--- config.mk ---
export PLATFORM = sky130hd
export DESIGN_NAME = intel_hex_record_parser_core
export DESIGN_NICKNAME = d
export VERILOG_FILES = /design/src/ihex_pkg.sv /design/src/ihex_in_reg.sv /design/src/ihex_parser.sv /design/src/ihex_rsp_reg.sv /design/src/intel_hex_record_parser_core.sv
export VERILOG_INCLUDE_DIRS = /design/src /design/src/src
export SDC_FILE = /design/constraint.sdc
export NUM_CORES = 1
export LEC_CHECK = 0
export BUFFER_PORTS_ARGS = -buffer_cell sky130_fd_sc_hd__buf_2
export CORE_UTILIZATION = 49
export DETAILED_ROUTE_END_ITERATION = 10
export PLACE_DENSITY = 0.71
export SLEW_MARGIN = 20
export SYNTH_ARGS = -nofsm -noshare
export SYNTH_HDL_FRONTEND = slang
export SYNTH_SLANG_ARGS = --single-unit
--- constraint.sdc ---
create_clock -name clock -period 5 [get_ports clock]
set_input_delay 0.75 -clock clock [delete_from_list [all_inputs] [get_ports clock]]
set_output_delay 0.75 -clock clock [all_outputs]
set_load 0.1 [all_outputs]
--- src/assert_macros.svh ---
// assertion macros for the hex parser modules
// no dependencies; included by files that carry concurrent checks
`ifndef ASSERT_MACROS_SVH
`define ASSERT_MACROS_SVH

// property must hold at every clock edge outside reset
`define IHEX_ASSERT_HOLDS(name, clk, rst, prop, msg) \
   name: assert property (@(posedge clk) disable iff (rst) (prop)) else $error(msg);

// consequent must hold in the cycle after the antecedent
`define IHEX_ASSERT_NEXT(name, clk, rst, ante, cons, msg) \
   name: assert property (@(posedge clk) disable iff (rst) (ante) |=> (cons)) else $error(msg);

`endif

--- src/ihex_pkg.sv ---
// shared types, codes and constants for the intel hex record parser
// no dependencies; used by every module of the parser
package ihex_pkg;

   // character and digit constants
   localparam logic [7:0] CHAR_COLON   = 8'h3A;
   localparam logic [7:0] CHAR_UPPER_A = 8'h41;
   localparam logic [7:0] CHAR_UPPER_F = 8'h46;
   localparam logic [7:0] CHAR_ZERO    = 8'h30;
   localparam logic [7:0] CHAR_NINE    = 8'h39;
   localparam logic [7:0] HEX_A_OFFSET = 8'd55;
   localparam logic [7:0] DIGIT_OFFSET = 8'd48;
   localparam logic [7:0] BYTE_ALL_ONES = 8'hFF;

   // record types
   localparam logic [7:0] REC_DATA = 8'h00;
   localparam logic [7:0] REC_END  = 8'h01;

   // write limit register
   localparam int unsigned LIMIT_W = 17;
   localparam logic [LIMIT_W-1:0] LIMIT_RESET = 17'd32768;
   localparam logic [LIMIT_W-1:0] LIMIT_MAX   = 17'd65536;

   // result kinds
   typedef enum logic [2:0] {
      KIND_WRITE    = 3'd0,
      KIND_END_OK   = 3'd1,
      KIND_END_WARN = 3'd2,
      KIND_BAD_TYPE = 3'd3,
      KIND_NO_COLON = 3'd4
   } kind_type;

   // one input character
   typedef struct packed {
      logic [7:0] char_code;
      logic       file_start;
   } item_type;

   // one result
   typedef struct packed {
      logic [2:0]  kind;
      logic [15:0] address;
      logic [7:0]  data;
   } result_type;

   // digit decode: A-F and 0-9 map to values, anything else keeps its code
   function automatic logic [7:0] decode_digit(input logic [7:0] c);
      logic [7:0] d;
      d = c;
      if (c inside {[CHAR_UPPER_A:CHAR_UPPER_F]}) begin
         d = c - HEX_A_OFFSET;
      end else if (c inside {[CHAR_ZERO:CHAR_NINE]}) begin
         d = c - DIGIT_OFFSET;
      end
      return d;
   endfunction

endpackage

--- src/ihex_in_reg.sv ---
// input register stage of the hex parser
// depends on ihex_pkg for the item type
module ihex_in_reg (
   input  logic              clock,
   input  logic              reset,
   input  logic              req_valid,
   output logic              req_ready,
   input  ihex_pkg::item_type req_item,
   input  logic              advance,
   output logic              item_valid,
   output ihex_pkg::item_type item
);

   logic               valid_ff;
   logic               valid_in;
   ihex_pkg::item_type item_ff;

   // room when empty or when the held item moves on this cycle
   assign req_ready = !valid_ff || advance;

   always_comb begin
      valid_in = valid_ff;
      if (req_valid && req_ready) begin
         valid_in = 1'b1;
      end else if (advance) begin
         valid_in = 1'b0;
      end
   end

   always_ff @(posedge clock) begin
      if (reset) begin
         valid_ff <= 1'b0;
      end else begin
         valid_ff <= valid_in;
      end
   end

   // payload captured on each input transfer
   always_ff @(posedge clock) begin
      if (req_valid && req_ready) begin
         item_ff <= req_item;
      end
   end

   assign item_valid = valid_ff;
   assign item       = item_ff;

endmodule

--- src/ihex_parser.sv ---
// record parse state and result logic of the hex parser
// depends on ihex_pkg and assert_macros.svh
`include "assert_macros.svh"

module ihex_parser (
   input  logic                               clock,
   input  logic                               reset,
   input  logic                               advance,
   input  ihex_pkg::item_type                 item,
   input  logic [ihex_pkg::LIMIT_W-1:0]       write_limit,
   output logic                               emit,
   output ihex_pkg::result_type               result
);

   typedef enum logic [2:0] {
      PH_IDLE    = 3'd0,
      PH_LEN     = 3'd1,
      PH_ADDR_HI = 3'd2,
      PH_ADDR_LO = 3'd3,
      PH_TYPE    = 3'd4,
      PH_DATA    = 3'd5,
      PH_CSUM    = 3'd6,
      PH_ENDB    = 3'd7
   } phase_type;

   phase_type                     phase_ff, phase_in;
   logic                          nibble_ff, nibble_in;
   logic [7:0]                    high_ff, high_in;
   logic [7:0]                    bytes_ff, bytes_in;
   logic [7:0]                    addr_high_ff, addr_high_in;
   logic [ihex_pkg::LIMIT_W-1:0]  cur_addr_ff, cur_addr_in;
   logic                          done_ff, done_in;

   logic [7:0]                    digit;
   logic [7:0]                    byte_val;
   logic [ihex_pkg::LIMIT_W-1:0]  limit_eff;

   // decoded digit and assembled byte
   assign digit     = ihex_pkg::decode_digit(item.char_code);
   assign byte_val  = {high_ff[3:0], 4'b0000} + digit;
   assign limit_eff = (write_limit > ihex_pkg::LIMIT_MAX) ? ihex_pkg::LIMIT_MAX : write_limit;

   // next state and result
   always_comb begin
      phase_in     = phase_ff;
      nibble_in    = nibble_ff;
      high_in      = high_ff;
      bytes_in     = bytes_ff;
      addr_high_in = addr_high_ff;
      cur_addr_in  = cur_addr_ff;
      done_in      = done_ff;
      emit         = 1'b0;
      result       = '0;
      if (advance) begin
         if (item.file_start) begin
            // new file clears everything
            phase_in     = PH_IDLE;
            nibble_in    = 1'b0;
            high_in      = '0;
            bytes_in     = '0;
            addr_high_in = '0;
            cur_addr_in  = '0;
            done_in      = 1'b0;
            if (item.char_code != ihex_pkg::CHAR_COLON) begin
               done_in     = 1'b1;
               emit        = 1'b1;
               result.kind = ihex_pkg::KIND_NO_COLON;
            end else begin
               phase_in = PH_LEN;
            end
         end else if (done_ff) begin
            // stopped until the next file start
         end else if (item.char_code == ihex_pkg::CHAR_COLON) begin
            phase_in  = PH_LEN;
            nibble_in = 1'b0;
         end else if (phase_ff == PH_IDLE) begin
            // characters between records are dropped
         end else if (!nibble_ff) begin
            high_in   = digit;
            nibble_in = 1'b1;
         end else begin
            nibble_in = 1'b0;
            case (phase_ff)
               PH_LEN: begin
                  bytes_in = byte_val;
                  phase_in = PH_ADDR_HI;
               end
               PH_ADDR_HI: begin
                  addr_high_in = byte_val;
                  phase_in     = PH_ADDR_LO;
               end
               PH_ADDR_LO: begin
                  cur_addr_in = {1'b0, addr_high_ff, byte_val};
                  phase_in    = PH_TYPE;
               end
               PH_TYPE: begin
                  if (byte_val == ihex_pkg::REC_DATA) begin
                     phase_in = (bytes_ff == 8'd0) ? PH_CSUM : PH_DATA;
                  end else if (byte_val == ihex_pkg::REC_END) begin
                     phase_in = PH_ENDB;
                  end else begin
                     done_in     = 1'b1;
                     phase_in    = PH_IDLE;
                     emit        = 1'b1;
                     result.kind = ihex_pkg::KIND_BAD_TYPE;
                  end
               end
               PH_DATA: begin
                  // memory write only below the limit
                  if (cur_addr_ff < limit_eff) begin
                     emit           = 1'b1;
                     result.kind    = ihex_pkg::KIND_WRITE;
                     result.address = cur_addr_ff[15:0];
                     result.data    = byte_val;
                  end
                  cur_addr_in = cur_addr_ff + 1'b1;
                  bytes_in    = bytes_ff - 8'd1;
                  if (bytes_in == 8'd0) begin
                     phase_in = PH_CSUM;
                  end
               end
               PH_CSUM: begin
                  phase_in = PH_IDLE;
               end
               PH_ENDB: begin
                  done_in     = 1'b1;
                  phase_in    = PH_IDLE;
                  emit        = 1'b1;
                  result.kind = (byte_val == ihex_pkg::BYTE_ALL_ONES) ?
                                ihex_pkg::KIND_END_OK : ihex_pkg::KIND_END_WARN;
               end
               default: begin
                  phase_in = PH_IDLE;
               end
            endcase
         end
      end
   end

   // parse state registers
   always_ff @(posedge clock) begin
      if (reset) begin
         phase_ff     <= PH_IDLE;
         nibble_ff    <= 1'b0;
         high_ff      <= '0;
         bytes_ff     <= '0;
         addr_high_ff <= '0;
         cur_addr_ff  <= '0;
         done_ff      <= 1'b0;
      end else begin
         phase_ff     <= phase_in;
         nibble_ff    <= nibble_in;
         high_ff      <= high_in;
         bytes_ff     <= bytes_in;
         addr_high_ff <= addr_high_in;
         cur_addr_ff  <= cur_addr_in;
         done_ff      <= done_in;
      end
   end

   // checks
   `IHEX_ASSERT_HOLDS(a_quiet_when_done, clock, reset, !(done_ff && !item.file_start && emit), "result while parser stopped")
   `IHEX_ASSERT_HOLDS(a_write_in_data, clock, reset, !(emit && result.kind == ihex_pkg::KIND_WRITE) || phase_ff == PH_DATA, "data write outside data phase")
   `IHEX_ASSERT_NEXT(a_stop_after_status, clock, reset, emit && result.kind != ihex_pkg::KIND_WRITE, done_ff && phase_ff == PH_IDLE, "parser did not stop after status")

endmodule

--- src/ihex_rsp_reg.sv ---
// result register of the hex parser
// depends on ihex_pkg for the result type
module ihex_rsp_reg (
   input  logic                 clock,
   input  logic                 reset,
   input  logic                 load,
   input  ihex_pkg::result_type load_result,
   output logic                 can_take,
   output logic                 rsp_valid,
   input  logic                 rsp_ready,
   output ihex_pkg::result_type rsp_result
);

   logic                 valid_ff;
   logic                 valid_in;
   ihex_pkg::result_type result_ff;

   // slot is free when empty or draining this cycle
   assign can_take = !valid_ff || rsp_ready;

   always_comb begin
      valid_in = valid_ff;
      if (load) begin
         valid_in = 1'b1;
      end else if (rsp_ready) begin
         valid_in = 1'b0;
      end
   end

   always_ff @(posedge clock) begin
      if (reset) begin
         valid_ff <= 1'b0;
      end else begin
         valid_ff <= valid_in;
      end
   end

   always_ff @(posedge clock) begin
      if (load) begin
         result_ff <= load_result;
      end
   end

   assign rsp_valid  = valid_ff;
   assign rsp_result = result_ff;

endmodule

--- src/intel_hex_record_parser_core.sv ---
// a character is parsed out of the input register; its result, if any, is registered onto rsp_*
// throughput: one character per cycle; only a held result with rsp_ready low stalls input
// the single parse stage between input and result registers sets the rate
// reset (synchronous, active high): parser waits for a colon, write limit returns to 32768
// top level of the intel hex record parser; depends on ihex_pkg, ihex_in_reg,
// ihex_parser and ihex_rsp_reg
module intel_hex_record_parser_core (
   input  logic                          clock,
   input  logic                          reset,
   input  logic                          req_valid,
   output logic                          req_ready,
   input  logic [7:0]                    req_char_code,
   input  logic                          req_file_start,
   output logic                          rsp_valid,
   input  logic                          rsp_ready,
   output logic [2:0]                    rsp_kind,
   output logic [15:0]                   rsp_address,
   output logic [7:0]                    rsp_data,
   input  logic                          csr_wr_en,
   input  logic [ihex_pkg::LIMIT_W-1:0]  csr_wr_data
);

   logic [ihex_pkg::LIMIT_W-1:0] write_limit_ff;
   ihex_pkg::item_type           req_item;
   ihex_pkg::item_type           stage_item;
   logic                         stage_valid;
   logic                         can_take;
   logic                         advance;
   logic                         emit;
   ihex_pkg::result_type         parse_result;
   ihex_pkg::result_type         rsp_result;

   // write limit register
   always_ff @(posedge clock) begin
      if (reset) begin
         write_limit_ff <= ihex_pkg::LIMIT_RESET;
      end else if (csr_wr_en) begin
         write_limit_ff <= csr_wr_data;
      end
   end

   assign req_item.char_code  = req_char_code;
   assign req_item.file_start = req_file_start;

   // held character moves through the parser when the result slot is free
   assign advance = stage_valid && can_take;

   ihex_in_reg u_in_reg (
      .clock      (clock),
      .reset      (reset),
      .req_valid  (req_valid),
      .req_ready  (req_ready),
      .req_item   (req_item),
      .advance    (advance),
      .item_valid (stage_valid),
      .item       (stage_item)
   );

   ihex_parser u_parser (
      .clock       (clock),
      .reset       (reset),
      .advance     (advance),
      .item        (stage_item),
      .write_limit (write_limit_ff),
      .emit        (emit),
      .result      (parse_result)
   );

   ihex_rsp_reg u_rsp_reg (
      .clock       (clock),
      .reset       (reset),
      .load        (emit),
      .load_result (parse_result),
      .can_take    (can_take),
      .rsp_valid   (rsp_valid),
      .rsp_ready   (rsp_ready),
      .rsp_result  (rsp_result)
   );

   assign rsp_kind    = rsp_result.kind;
   assign rsp_address = rsp_result.address;
   assign rsp_data    = rsp_result.data;

endmodule

; ---- Word-level counts from Yosys, hierarchy flattened
; Index checks and enable logic that the tools add are counted.
[op_classes]
n_bitwise = 4
order_cmp = 6
n_eq_ne = 16
n_mux = 75
addsub = 5
n_reduce_logical = 26
[ops]
columns = op, count
row1 = 27-bit two-way mux, 4
row2 = 8-bit two-way mux, 13
row3 = 17-bit two-way mux, 6
row4 = 24-bit two-way mux, 2
row5 = 17-bit one-hot mux with 2 select lines, 1
row6 = 3-bit two-way mux, 11
row7 = 1-bit two-way mux, 25
row8 = 8-bit zero test, 3
row9 = 4-bit two-way mux, 5
row10 = 6-bit AND reduction, 3
row11 = 17-bit by 1-bit adder with 17-bit output (second input constant), 1
row12 = 17-bit > comparator (second input constant), 1
row13 = 17-bit less-than comparator, 1
row14 = 8-bit one-hot mux with 2 select lines, 1
row15 = 8-bit by 6-bit subtractor with 8-bit output (second input constant), 2
row16 = 3-bit one-hot mux with 5 select lines, 1
row17 = 5-bit AND reduction, 2
row18 = 3-bit equality test (second input constant), 3
row19 = 3-bit one-hot mux with 3 select lines, 1
row20 = 3-bit nonzero test, 3
row21 = 8-bit adder, 1
row22 = 8-bit by 1-bit equality test with 1-bit output (second input constant), 1
row23 = 8-bit by 6-bit equality test with 1-bit output (second input constant), 1
row24 = 8-bit equality test (second input constant), 1
row25 = other kinds (22), 39
[word_totals]
elab_cells = 147
regBits = 97

; ---- Longest topological paths before layout
; Gate-level depths: netlist of run 1.
[logic_depth]
word_depth = 16
depth_mapped = 14

; ---- Modules after synthesis
; Synthesis of run 1 repeated with hierarchy kept, for this count alone.
[hier_totals]
cells_unflattened = 614
area_unflattened_um2 = 5571.6
[modules_own_cells]
columns = module, area_each_um2, n_inst, cells_each
row1 = ihex_parser, 3766.1, 1, 513
row2 = ihex_rsp_reg, 857.1, 1, 31
row3 = intel_hex_record_parser_core, 623.1, 1, 56
row4 = ihex_in_reg, 325.3, 1, 14

; ---- Worst setup path before layout of run 1
; OpenSTA, ideal clock, no wires.
[synth_path]
kind = register to register
start = register u_in_reg.item_ff, in the netlist u_in_reg.item[2]
end = register u_rsp_reg.result_ff, in the netlist u_rsp_reg.rsp_result[0], enable pin
setup_slack_ns = 0.153
arrival_time_ns = 4.249
t_required_ns = 4.403
path_stages_with_launch = 14
n_path_buf = 0
path_cell_list = edfxtp_1 inv_1 ha_1 o21bai_1 a2111oi_0 nor2_1 a221oi_1 inv_1 fa_1 xor2_1 and3_1 a311oi_4 o31ai_1 o21ai_0
[synth_via]
elab_chain_len = 15
[synth_lines]
columns = element, line
row1 = start: declaration, ihex_in_reg.sv:16  ; ihex_pkg::item_type item_ff;
row2 = start signal: assignment, ihex_in_reg.sv:41  ; item_ff <= req_item;
row3 = 8-bit by 6-bit greater-or-equal comparator with 1-bit output / 8-bit by 6-bit less-or-equal comparator with 1-bit output (equally long branches), ihex_pkg.sv:52  ; end else if (c inside {[CHAR_ZERO:CHAR_NINE]}) begin
row4 = 1-bit logical AND, ihex_pkg.sv:52
row5 = 8-bit two-way mux, ihex_pkg.sv:52
row6 = 8-bit two-way mux, ihex_pkg.sv:50  ; if (c inside {[CHAR_UPPER_A:CHAR_UPPER_F]}) begin
row7 = 8-bit adder, ihex_parser.sv:40  ; assign byte_val = {high_ff[3:0], 4'b0000} + digit;
row8 = 8-bit by 1-bit equality test with 1-bit output, ihex_parser.sv:99  ; end else if (byte_val == ihex_pkg::REC_END) begin
row9 = 1-bit two-way mux, ihex_parser.sv:99
row10 = 1-bit two-way mux, ihex_parser.sv:97  ; if (byte_val == ihex_pkg::REC_DATA) begin
row11 = 1-bit one-hot mux with 3 select lines, ihex_parser.sv:83  ; case (phase_ff)
row12 = 1-bit two-way mux, ihex_parser.sv:78  ; end else if (!nibble_ff) begin
row13 = 1-bit two-way mux, ihex_parser.sv:76  ; end else if (phase_ff == PH_IDLE) begin
row14 = 1-bit two-way mux, ihex_parser.sv:73  ; end else if (item.char_code == ihex_pkg::CHAR_COLON) begin
row15 = 1-bit two-way mux, ihex_parser.sv:71  ; end else if (done_ff) begin
row16 = 1-bit two-way mux (*), ihex_parser.sv:55  ; if (item.file_start) begin
row17 = 1-bit two-way mux (*), ihex_parser.sv:54  ; if (advance) begin
row18 = named net emit, intel_hex_record_parser_core.sv:29  ; logic emit;
row19 = end signal: assignment, ihex_rsp_reg.sv:40  ; result_ff <= load_result;
row20 = end: declaration, ihex_rsp_reg.sv:16  ; ihex_pkg::result_type result_ff;
; Mark *: on every way through the listed nets, which the timed path passes. The rest lies on a longest branch.
; A chain may end at the register's enable or synchronous reset.

; ---- Worst setup path after layout of run 1
[layout_path]
start = register u_in_reg.item_ff, in the netlist u_in_reg.item[5]
end = register u_rsp_reg.result_ff, in the netlist u_rsp_reg.rsp_result[18], enable pin
; The elaborated chain is that of the path after synthesis.

==> results.md, run 1 <==
* First-pass GRT wire length at 21900 µm
* Die height at 108 µm
* Most common cell after layout, fill and taps aside: nand2_1
* Critical path's top delay family: compound AO/OA/AOI/OAI gates
* Synthesized area per cell at 8.88 µm²
* CTS Hold Buffers Added at 0
* TritonCTS Sinks at 97
* Post-synthesis xor/xnor area fraction at 1.56%
* Post-Syn Area at 5460 µm²
* Slowest Stage Delay on Critical Path at 520 ps
* Slowest stage cell, crit path: a211oi_2
* Clk slew on worst S/H paths at 100 ps
* Largest family of logic cells by synthesized area: simple AND/OR/NAND/NOR gates
* Final Instance Area at 6090 µm²
* Worst skew pair latency at 390 ps
* Max Clk Rate at 0.225 GHz
* Area delta synth->final at 11.7%
* Area of the core at 10800 µm²
* Critical Path, Cell by Cell: inv_1 > ha_1 > a21bo_2 > a211oi_2 > nand2_1 > a221oi_1 > inv_1 > fa_1 > xor2_1 > and3_1 > a311oi_4 > o31ai_1 > o21ai_2 > buf_4
* Hold Path Class: reg2reg
* Worst R2R Path Depth at 14
* Worst Max-Slew Pin Slew at 1000 ps
* Maximum vdd drop at 0.262 mV
* GRT Residual Overflow at 0
* LEAKAGE at 2.40 nW
* Gpl congestion at 0.861
* Setup crit end kind: flip-flop
* Crit path buf inv count at 3
* Die W at 108 µm
* Clock tree root driver cell: clkbuf_8
* Crit path required time at 5120 ps
* Crit path kind: reg2reg
* Vias at 4735
* Post-synthesis cell type count at 68
* Share of layout cells above drive strength 1 at 14.7%
* Async S/R FF share, synth at 0%
* Synth Flop Type: dfxtp_1
* Fill cells at 979
* CP Capture Point: u_rsp_reg.rsp_result[18]
* Initial antenna violation count at 0
* Number of port buffers at 59
* Post-synthesis mux area share at 3.88%
* Die area at 11600 µm²
* FF+latch count, synth at 97
* Setup repair bufs after CTS at 0
* EDFF count, synth at 36
* CTS buffer count at 9
* Pre-CTS WS at 636 ps
* Antenna Nets Post-Route at 0
* Cell Rows at 38
* Fraction of the mapped netlist area in simple logic gates at 23.1%
* GRT Util Overall at 24.7%
* Starting Density at 50.3%
* Max Root-Sink Buffers at 2
* RSZ-0062 raised after global routing: no
* DRC at 0
* Worst slew margin at 32.6%
* Post-synthesis adder-cell area fraction at 7.25%
* R2R Path End: u_rsp_reg.rsp_result[18]
* Routed vias/inst at 5.86
* Clk_skew at 11.2 ps
* Number of max-cap violations at 0
* Power density over the cells at 268 nW/µm²
* Fin crit share at 88.8%
* Fin. Hold Viols at 0
* YS warnings at 0
* DP Area at 5870 µm²
* Slew Viols, Final at 0
* 1st-iter DRT viols at 461
* Antenna Cells at 0
* Leading cell types in the layout, fill and taps excluded: nand2_1, nor2_1, dfxtp_1
* Startpoint Class: flip-flop
* DP HPWL at 9610 µm
* Run status: complete, no violations
* Worst path depth at 14
* WP data arrival at 4560 ps
* Post-route setup TNS at 0 ps
* CP max FO at 27
* CP most frequent cell: inv_1
* CTS tree: done
* Reg-to-Reg Start: u_in_reg.item[5]
* CP Launch Point: u_in_reg.item[5]
* Routed wire length at 13200 µm
* Vias in the first global route at 4442
* Synth Instances at 614
* Slack of the critical path at 560 ps
* Resized cells post-CTS at 0
* H-tree depth at 3
* Post-synthesis sequential area ratio at 42.2%
* Compound-Gate Fraction of Synth Area at 18.3%
* Count of final setup violators at 0
* Final net count at 725
* Minimum clock period at 4440 ps
* Syn nets at 676
* Largest net degree at the start of global routing at 33
* DRT Pass-1 Iters at 5
* Avg WL per Cell at 16.3 µm
* R2R Setup Slk at 560 ps
* IO Count at 60
cells in the mapped netlist, drive strengths merged, types with 4 or more instances:
library cell  instances  share of area (%)
xnor2                 5               0.80
dfxtp                61                 22
and3                  5               0.57
nor2b                10                1.1
o31ai                 7               0.96
nor3b                 5               0.69
o21ai                31                2.8
buf                   9               0.78
edfxtp               36                 20
a31oi                 6               0.69
nand2                67                4.6
nand3                12                1.1
nand4                 9                1.0
a21oi                58                5.3
nor2                 63                4.3
o41ai                 4               0.64
inv                  23                1.6
o211ai                4               0.64
ha                   30                6.9
a211oi                7                1.1
a21o                  4               0.55
and2                 21                2.4
nor4                 11                1.4
a22o                  4               0.64
mux2i                20                3.7
clkbuf               20                1.4
or4                   4               0.55
nor3                 24                2.2
area by class of cell:
cell class                      count  area [µm²]  share of cell area, %
Clock buffer                       10         149                   2.44
Timing Repair Buffer               67         355                   5.83
Multi-Input combinational cell    464        2950                   48.4
Inverter                           24        90.1                   1.48
Sequential cell                    97        2300                   37.8
Tap cell                          140         175                   2.88
Clock inverter                      6        71.3                   1.17
cell families after synthesis:
kind of cell,after synthesis
adder cells (fa/ha/maj),31
flip-flops,97
AO/OA/AOI/OAI,153
AND/OR/NAND/NOR,251
multiplexers,21
XOR/XNOR,8
buffers and inverters,53
sequential cells by signal, indices dropped and copies added (netlist names):
name	flops
u_parser.done_ff	1
u_in_reg.item_valid	1
u_in_reg.item	9
u_parser.bytes_ff	8
u_rsp_reg.rsp_valid	1
u_parser.addr_high_ff	8
u_parser.phase_ff	3
u_parser.nibble_ff	1
u_rsp_reg.rsp_result	27
u_parser.cur_addr_ff	17
write_limit_ff	17
u_parser.high_ff	4
report_power, final:
group	total, mW	internal (mW)	switching, mW	leakage, nW
Clock	0.563	0.267	0.296	0.112
Combinational	0.208	0.0676	0.140	1.44
Sequential	0.865	0.841	0.0239	0.843
worst min path at each step:
stage,from,endpoint,slack [ps],depth (start not counted)
floorplan,u_parser.addr_high_ff[4],u_parser.addr_high_ff[4],430,2
CTS,u_parser.high_ff[2],u_parser.high_ff[2],470,2
global route,u_parser.addr_high_ff[4],u_parser.addr_high_ff[4],500,2
global placement,u_parser.addr_high_ff[4],u_parser.addr_high_ff[4],450,2
detailed placement,u_parser.high_ff[2],u_parser.high_ff[2],450,2
finish,u_parser.addr_high_ff[4],u_parser.addr_high_ff[4],470,2
tightest hold or removal path: stages (launching register included):
cell and delay, ps:
dfxtp_1 330, nand2_1 50, a21oi_1 50
per-stage QoR:
| stage | hold WS (ps) | instances | utilization (%) | power (mW) |
|---|---|---|---|---|
| 6_report | 469 | 808 | 56.2 | 1.64 |
| 5_1_grt | 499 | 808 | 56.2 | 1.71 |
| 4_1_cts | 466 | 808 | 56.2 | 1.64 |
| 3_5_place_dp | 454 | 792 | 54.2 | 1.09 |
| 3_3_place_gp | 449 | 792 | 54.2 | 1.08 |
| 2_1_floorplan | 432 | 614 | - | 1.03 |
routing by layer:
metal	wire [µm]	share of wire, %	GRT usage, %	vias to the layer above
li1	-	-	-	2339
met4	181	1.4	7.83	0
met5	0	0	0	-
met2	5910	45	37.9	174
met3	932	7.1	6.30	16
met1	6170	47	33.9	2206
Power figures use the tool's default switching activity.
==> inputs of run 2 (changes only) <==
CTS_BUF_LIST = sky130_fd_sc_hd__clkbuf_4   (was unset)
==> results.md, run 2 (synthesis gave the netlist of run 1 again) <==
* Vias in the first global route at 4453
* Fin crit share at 88.2%
* CTS tree: done
* Maximum vdd drop at 0.195 mV
* Number of max-cap violations at 0
* Setup crit end kind: flip-flop
* CTS buffer count at 9
* Startpoint Class: flip-flop
* Critical path's top delay family: compound AO/OA/AOI/OAI gates
* Slack of the critical path at 591 ps
* Die W at 108 µm
* Finished Layout Cells at 808
* Largest register FFs at 27
* Area delta synth->final at 10.7%
* Fin Hold WS at 454 ps
* LEAKAGE at 2.38 nW
* Fill cells at 995
* Avg WL per Cell at 16.3 µm
* Die area at 11600 µm²
* Antenna Nets Post-Route at 0
* Post-route setup TNS at 0 ps
* R2R Setup Slk at 590 ps
* Crit path buf inv count at 3
* Area of the core at 10800 µm²
* DRC at 0
* Largest net degree at the start of global routing at 33
* Final Instance Area at 6040 µm²
* Max Clk Rate at 0.227 GHz
* H-tree depth at 3
* Worst slew margin at 31.6%
* Slew Viols, Final at 0
* TritonCTS Sinks at 97
* Routed vias/inst at 5.88
* Number of port buffers at 59
* Share of layout cells above drive strength 1 at 14.7%
* Routed wire length at 13200 µm
* 1st-iter DRT viols at 457
* Max Root-Sink Buffers at 2
* CP most frequent cell: inv_1
* Final net count at 725
* Worst skew pair latency at 470 ps
* Fin util at 55.7%
* IO Count at 60
* Critical Path, Cell by Cell: inv_1 > ha_1 > a21bo_2 > a211oi_2 > nand2_1 > a221oi_1 > inv_1 > fa_1 > xor2_1 > and3_1 > a311oi_4 > o31ai_1 > o21ai_2 > buf_4
* First-pass GRT wire length at 22000 µm
* Fin. Hold Viols at 0
* Slowest Stage Delay on Critical Path at 520 ps
* Run status: complete, no violations
* Count of final setup violators at 0
* Most common cell after layout, fill and taps aside: nand2_1
* Crit path required time at 5210 ps
* Starting Density at 50.3%
* CTS Hold Buffers Added at 0
* Die height at 108 µm
* DP Area at 5870 µm²
* Pre-CTS WS at 636 ps
* Clk_skew at 15.2 ps
* Crit path kind: reg2reg
* Antenna Cells at 0
* Vias at 4750
* DRT Pass-1 Iters at 6
* Slowest stage cell, crit path: a211oi_2
* Minimum clock period at 4410 ps
* DP HPWL at 9610 µm
* Hold Path Class: in2reg
* Clock tree root driver cell: clkbuf_4
* Clk slew on worst S/H paths at 150 ps
* Worst Max-Slew Pin Slew at 1020 ps
* GRT Residual Overflow at 0
* Power, Total at 1.56 mW
* WP data arrival at 4620 ps
* RSZ-0062 raised after global routing: no
* CP max FO at 27
* Cells after DPL at 792
* Cell Rows at 38
* Power density over the cells at 258 nW/µm²
* Gpl congestion at 0.861
* Leading cell types in the layout, fill and taps excluded: nand2_1, nor2_1, dfxtp_1
* Resized cells post-CTS at 0
* Initial antenna violation count at 0
* GRT Util Overall at 24.6%
* Setup repair bufs after CTS at 0
## run 2: where the power goes
group          total [mW]  switching, mW  internal (mW)
sequential          0.866         0.0239          0.842
clock               0.488          0.280          0.208
combinational       0.207          0.140         0.0676
total                1.56          0.444           1.12
## run 2: worst paths after layout
check                           startpoint                  endpoint  cells after the start
hold reg to reg   u_parser.addr_high_ff[4]  u_parser.addr_high_ff[4]                      2
setup / recovery          u_in_reg.item[5]  u_rsp_reg.rsp_result[18]                     14
hold / removal            req_char_code[0]          u_in_reg.item[1]                      1
setup reg to reg          u_in_reg.item[5]  u_rsp_reg.rsp_result[18]                     14
## run 2: cell type report
type | instances | area [µm²] | area share [%]
multi-input cells | 464 | 2950 | 48.8
flip-flops and latches | 97 | 2300 | 38.1
repair buffers | 67 | 355 | 5.88
well taps | 140 | 175 | 2.90
clock inverters | 7 | 101 | 1.68
inverters | 24 | 90.1 | 1.49
clock buffers | 9 | 67.6 | 1.12
## run 2: layer usage
layer,up-vias,global-route usage [%],part of all wire [%]
met5,-,0,0
met4,0,10.2,1.7
met3,22,3.87,7.9
met2,177,38.1,45
met1,2209,34.0,45
li1,2342,-,-
==> inputs of run 3 (changes only) <==
CTS_BUF_LIST = sky130_fd_sc_hd__clkbuf_16   (was sky130_fd_sc_hd__clkbuf_4)
CTS_CLUSTER_DIAMETER = 80   (was unset)
==> results.md, run 3 (synthesis gave the netlist of run 1 again) <==
* First-pass GRT wire length at 22000 µm
* WP data arrival at 4490 ps
* Crit path buf inv count at 3
* Minimum clock period at 4420 ps
* Run status: complete, no violations
* Startpoint Class: flip-flop
* Area of the core at 10800 µm²
* Post-route setup TNS at 0 ps
* Routed vias/inst at 5.86
* Routed wire length at 13200 µm
* IO Count at 60
* H-tree depth at 3
* DP HPWL at 9610 µm
* Largest net degree at the start of global routing at 33
* Avg WL per Cell at 16.3 µm
* DRC at 0
* Gpl congestion at 0.861
* Met1 usage at 33.8%
* Area delta synth->final at 13.5%
* Slack of the critical path at 578 ps
* Crit path kind: reg2reg
* Pre-CTS WS at 636 ps
* GRT Util Overall at 24.5%
* Most common cell after layout, fill and taps aside: nand2_1
* Max Clk Rate at 0.226 GHz
* Cells after DPL at 792
* Vias in the first global route at 4477
* Busiest grt layer: met2
* CTS Hold Buffers Added at 0
* Leading cell types in the layout, fill and taps excluded: nand2_1, nor2_1, dfxtp_1
* Maximum vdd drop at 0.198 mV
* Fin. Hold Viols at 0
* Cell Rows at 38
* Slowest Stage Delay on Critical Path at 520 ps
* Clk_skew at 6.19 ps
* Clock tree root driver cell: clkbuf_16
* CTS buffer count at 9
* GRT Residual Overflow at 0
* Fin crit share at 88.4%
* Worst skew pair latency at 340 ps
* Die area at 11600 µm²
* Count of final setup violators at 0
* Setup repair bufs after CTS at 0
* Antenna Cells at 0
* Hold Path Class: reg2reg
* Met3 usage at 4.06%
* Worst Max-Slew Pin Slew at 1010 ps
* Critical path's top delay family: compound AO/OA/AOI/OAI gates
* Clk slew on worst S/H paths at 70 ps
* 1st-iter DRT viols at 402
* Number of max-cap violations at 0
* Initial antenna violation count at 0
* Critical Path, Cell by Cell: inv_1 > ha_1 > a21bo_2 > a211oi_2 > a21oi_1 > xnor2_1 > ha_1 > inv_1 > fa_1 > xor2_1 > and3_1 > a311oi_4 > o31ai_1 > o21ai_2 > buf_4
* Slew Viols, Final at 0
* CP max FO at 27
* Met2 usage at 38.4%
* Vias at 4735
* CTS tree: done
* TritonCTS Sinks at 97
* Power density over the cells at 291 nW/µm²
* RSZ-0062 raised after global routing: no
* Max Root-Sink Buffers at 2
* Worst slew margin at 32.0%
* LEAKAGE at 2.44 nW
* Setup crit end kind: flip-flop
* Die height at 108 µm
* Power, Total at 1.80 mW
* Antenna Nets Post-Route at 0
* Number of port buffers at 59
* Die W at 108 µm
* Finished Layout Cells at 808
* Final net count at 725
* Largest register FFs at 27
* Resized cells post-CTS at 0
* DRT Pass-1 Iters at 5
* Slowest stage cell, crit path: a211oi_2
* Starting Density at 50.3%
* Share of layout cells above drive strength 1 at 14.7%
* Crit path required time at 5070 ps
==> run 3: changes by cell type in the layout (fill, tap and decap cells not counted), sizes merged <==
cell	previous run	this run
bufinv	2	1
clkbuf	9	10
==> run 3: layout make-up <==
cell class | count | area, µm²
Fill cell | 964 | 4650
Inverter | 24 | 90.1
Sequential cell | 97 | 2300
Clock inverter | 6 | 71.3
Clock buffer | 10 | 250
Multi-Input combinational cell | 464 | 2950
Tap cell | 140 | 175
Timing Repair Buffer | 67 | 355
==> run 3: report_power, final <==
group | leakage [nW] | internal [mW] | switching (mW) | total (mW)
combinational | 1.44 | 0.0676 | 0.140 | 0.208
sequential | 0.843 | 0.842 | 0.0240 | 0.866
clock | 0.158 | 0.424 | 0.307 | 0.731
==> run 3: through the flow <==
| stage | instance area [µm²] | util (%) | hold WS (ps) |
|---|---|---|---|
| floorplan | 5460 | - | 432 |
| global placement | 5870 | 54.2 | 449 |
| detailed placement | 5870 | 54.2 | 454 |
| CTS | 6190 | 57.1 | 463 |
| global route | 6190 | 57.1 | 494 |
| finish | 6190 | 57.1 | 465 |
==> run 3: worst paths after layout <==
kind	from	endpoint	slack [ps]	cells past startpoint
max	u_in_reg.item[5]	u_rsp_reg.rsp_result[20]	580	15
min	u_parser.high_ff[2]	u_parser.high_ff[2]	460	2
max reg2reg	u_in_reg.item[5]	u_rsp_reg.rsp_result[20]	580	15
min reg2reg	u_parser.high_ff[2]	u_parser.high_ff[2]	460	2
==> run 3: tightest hold or removal path, delay by kind of cell (launching register included) <==
kind | cells | cell delay [ps]
flip-flops | 1 | 320
AND/OR/NAND/NOR | 1 | 50
AO/OA/AOI/OAI | 1 | 50
==> run 3: routing by layer <==
metal  part of all wire (%)  vias up
li1                       -     2346
met1                     46     2212
met2                     45      161
met3                    7.3       16
met4                    1.4        0
met5                      0        -
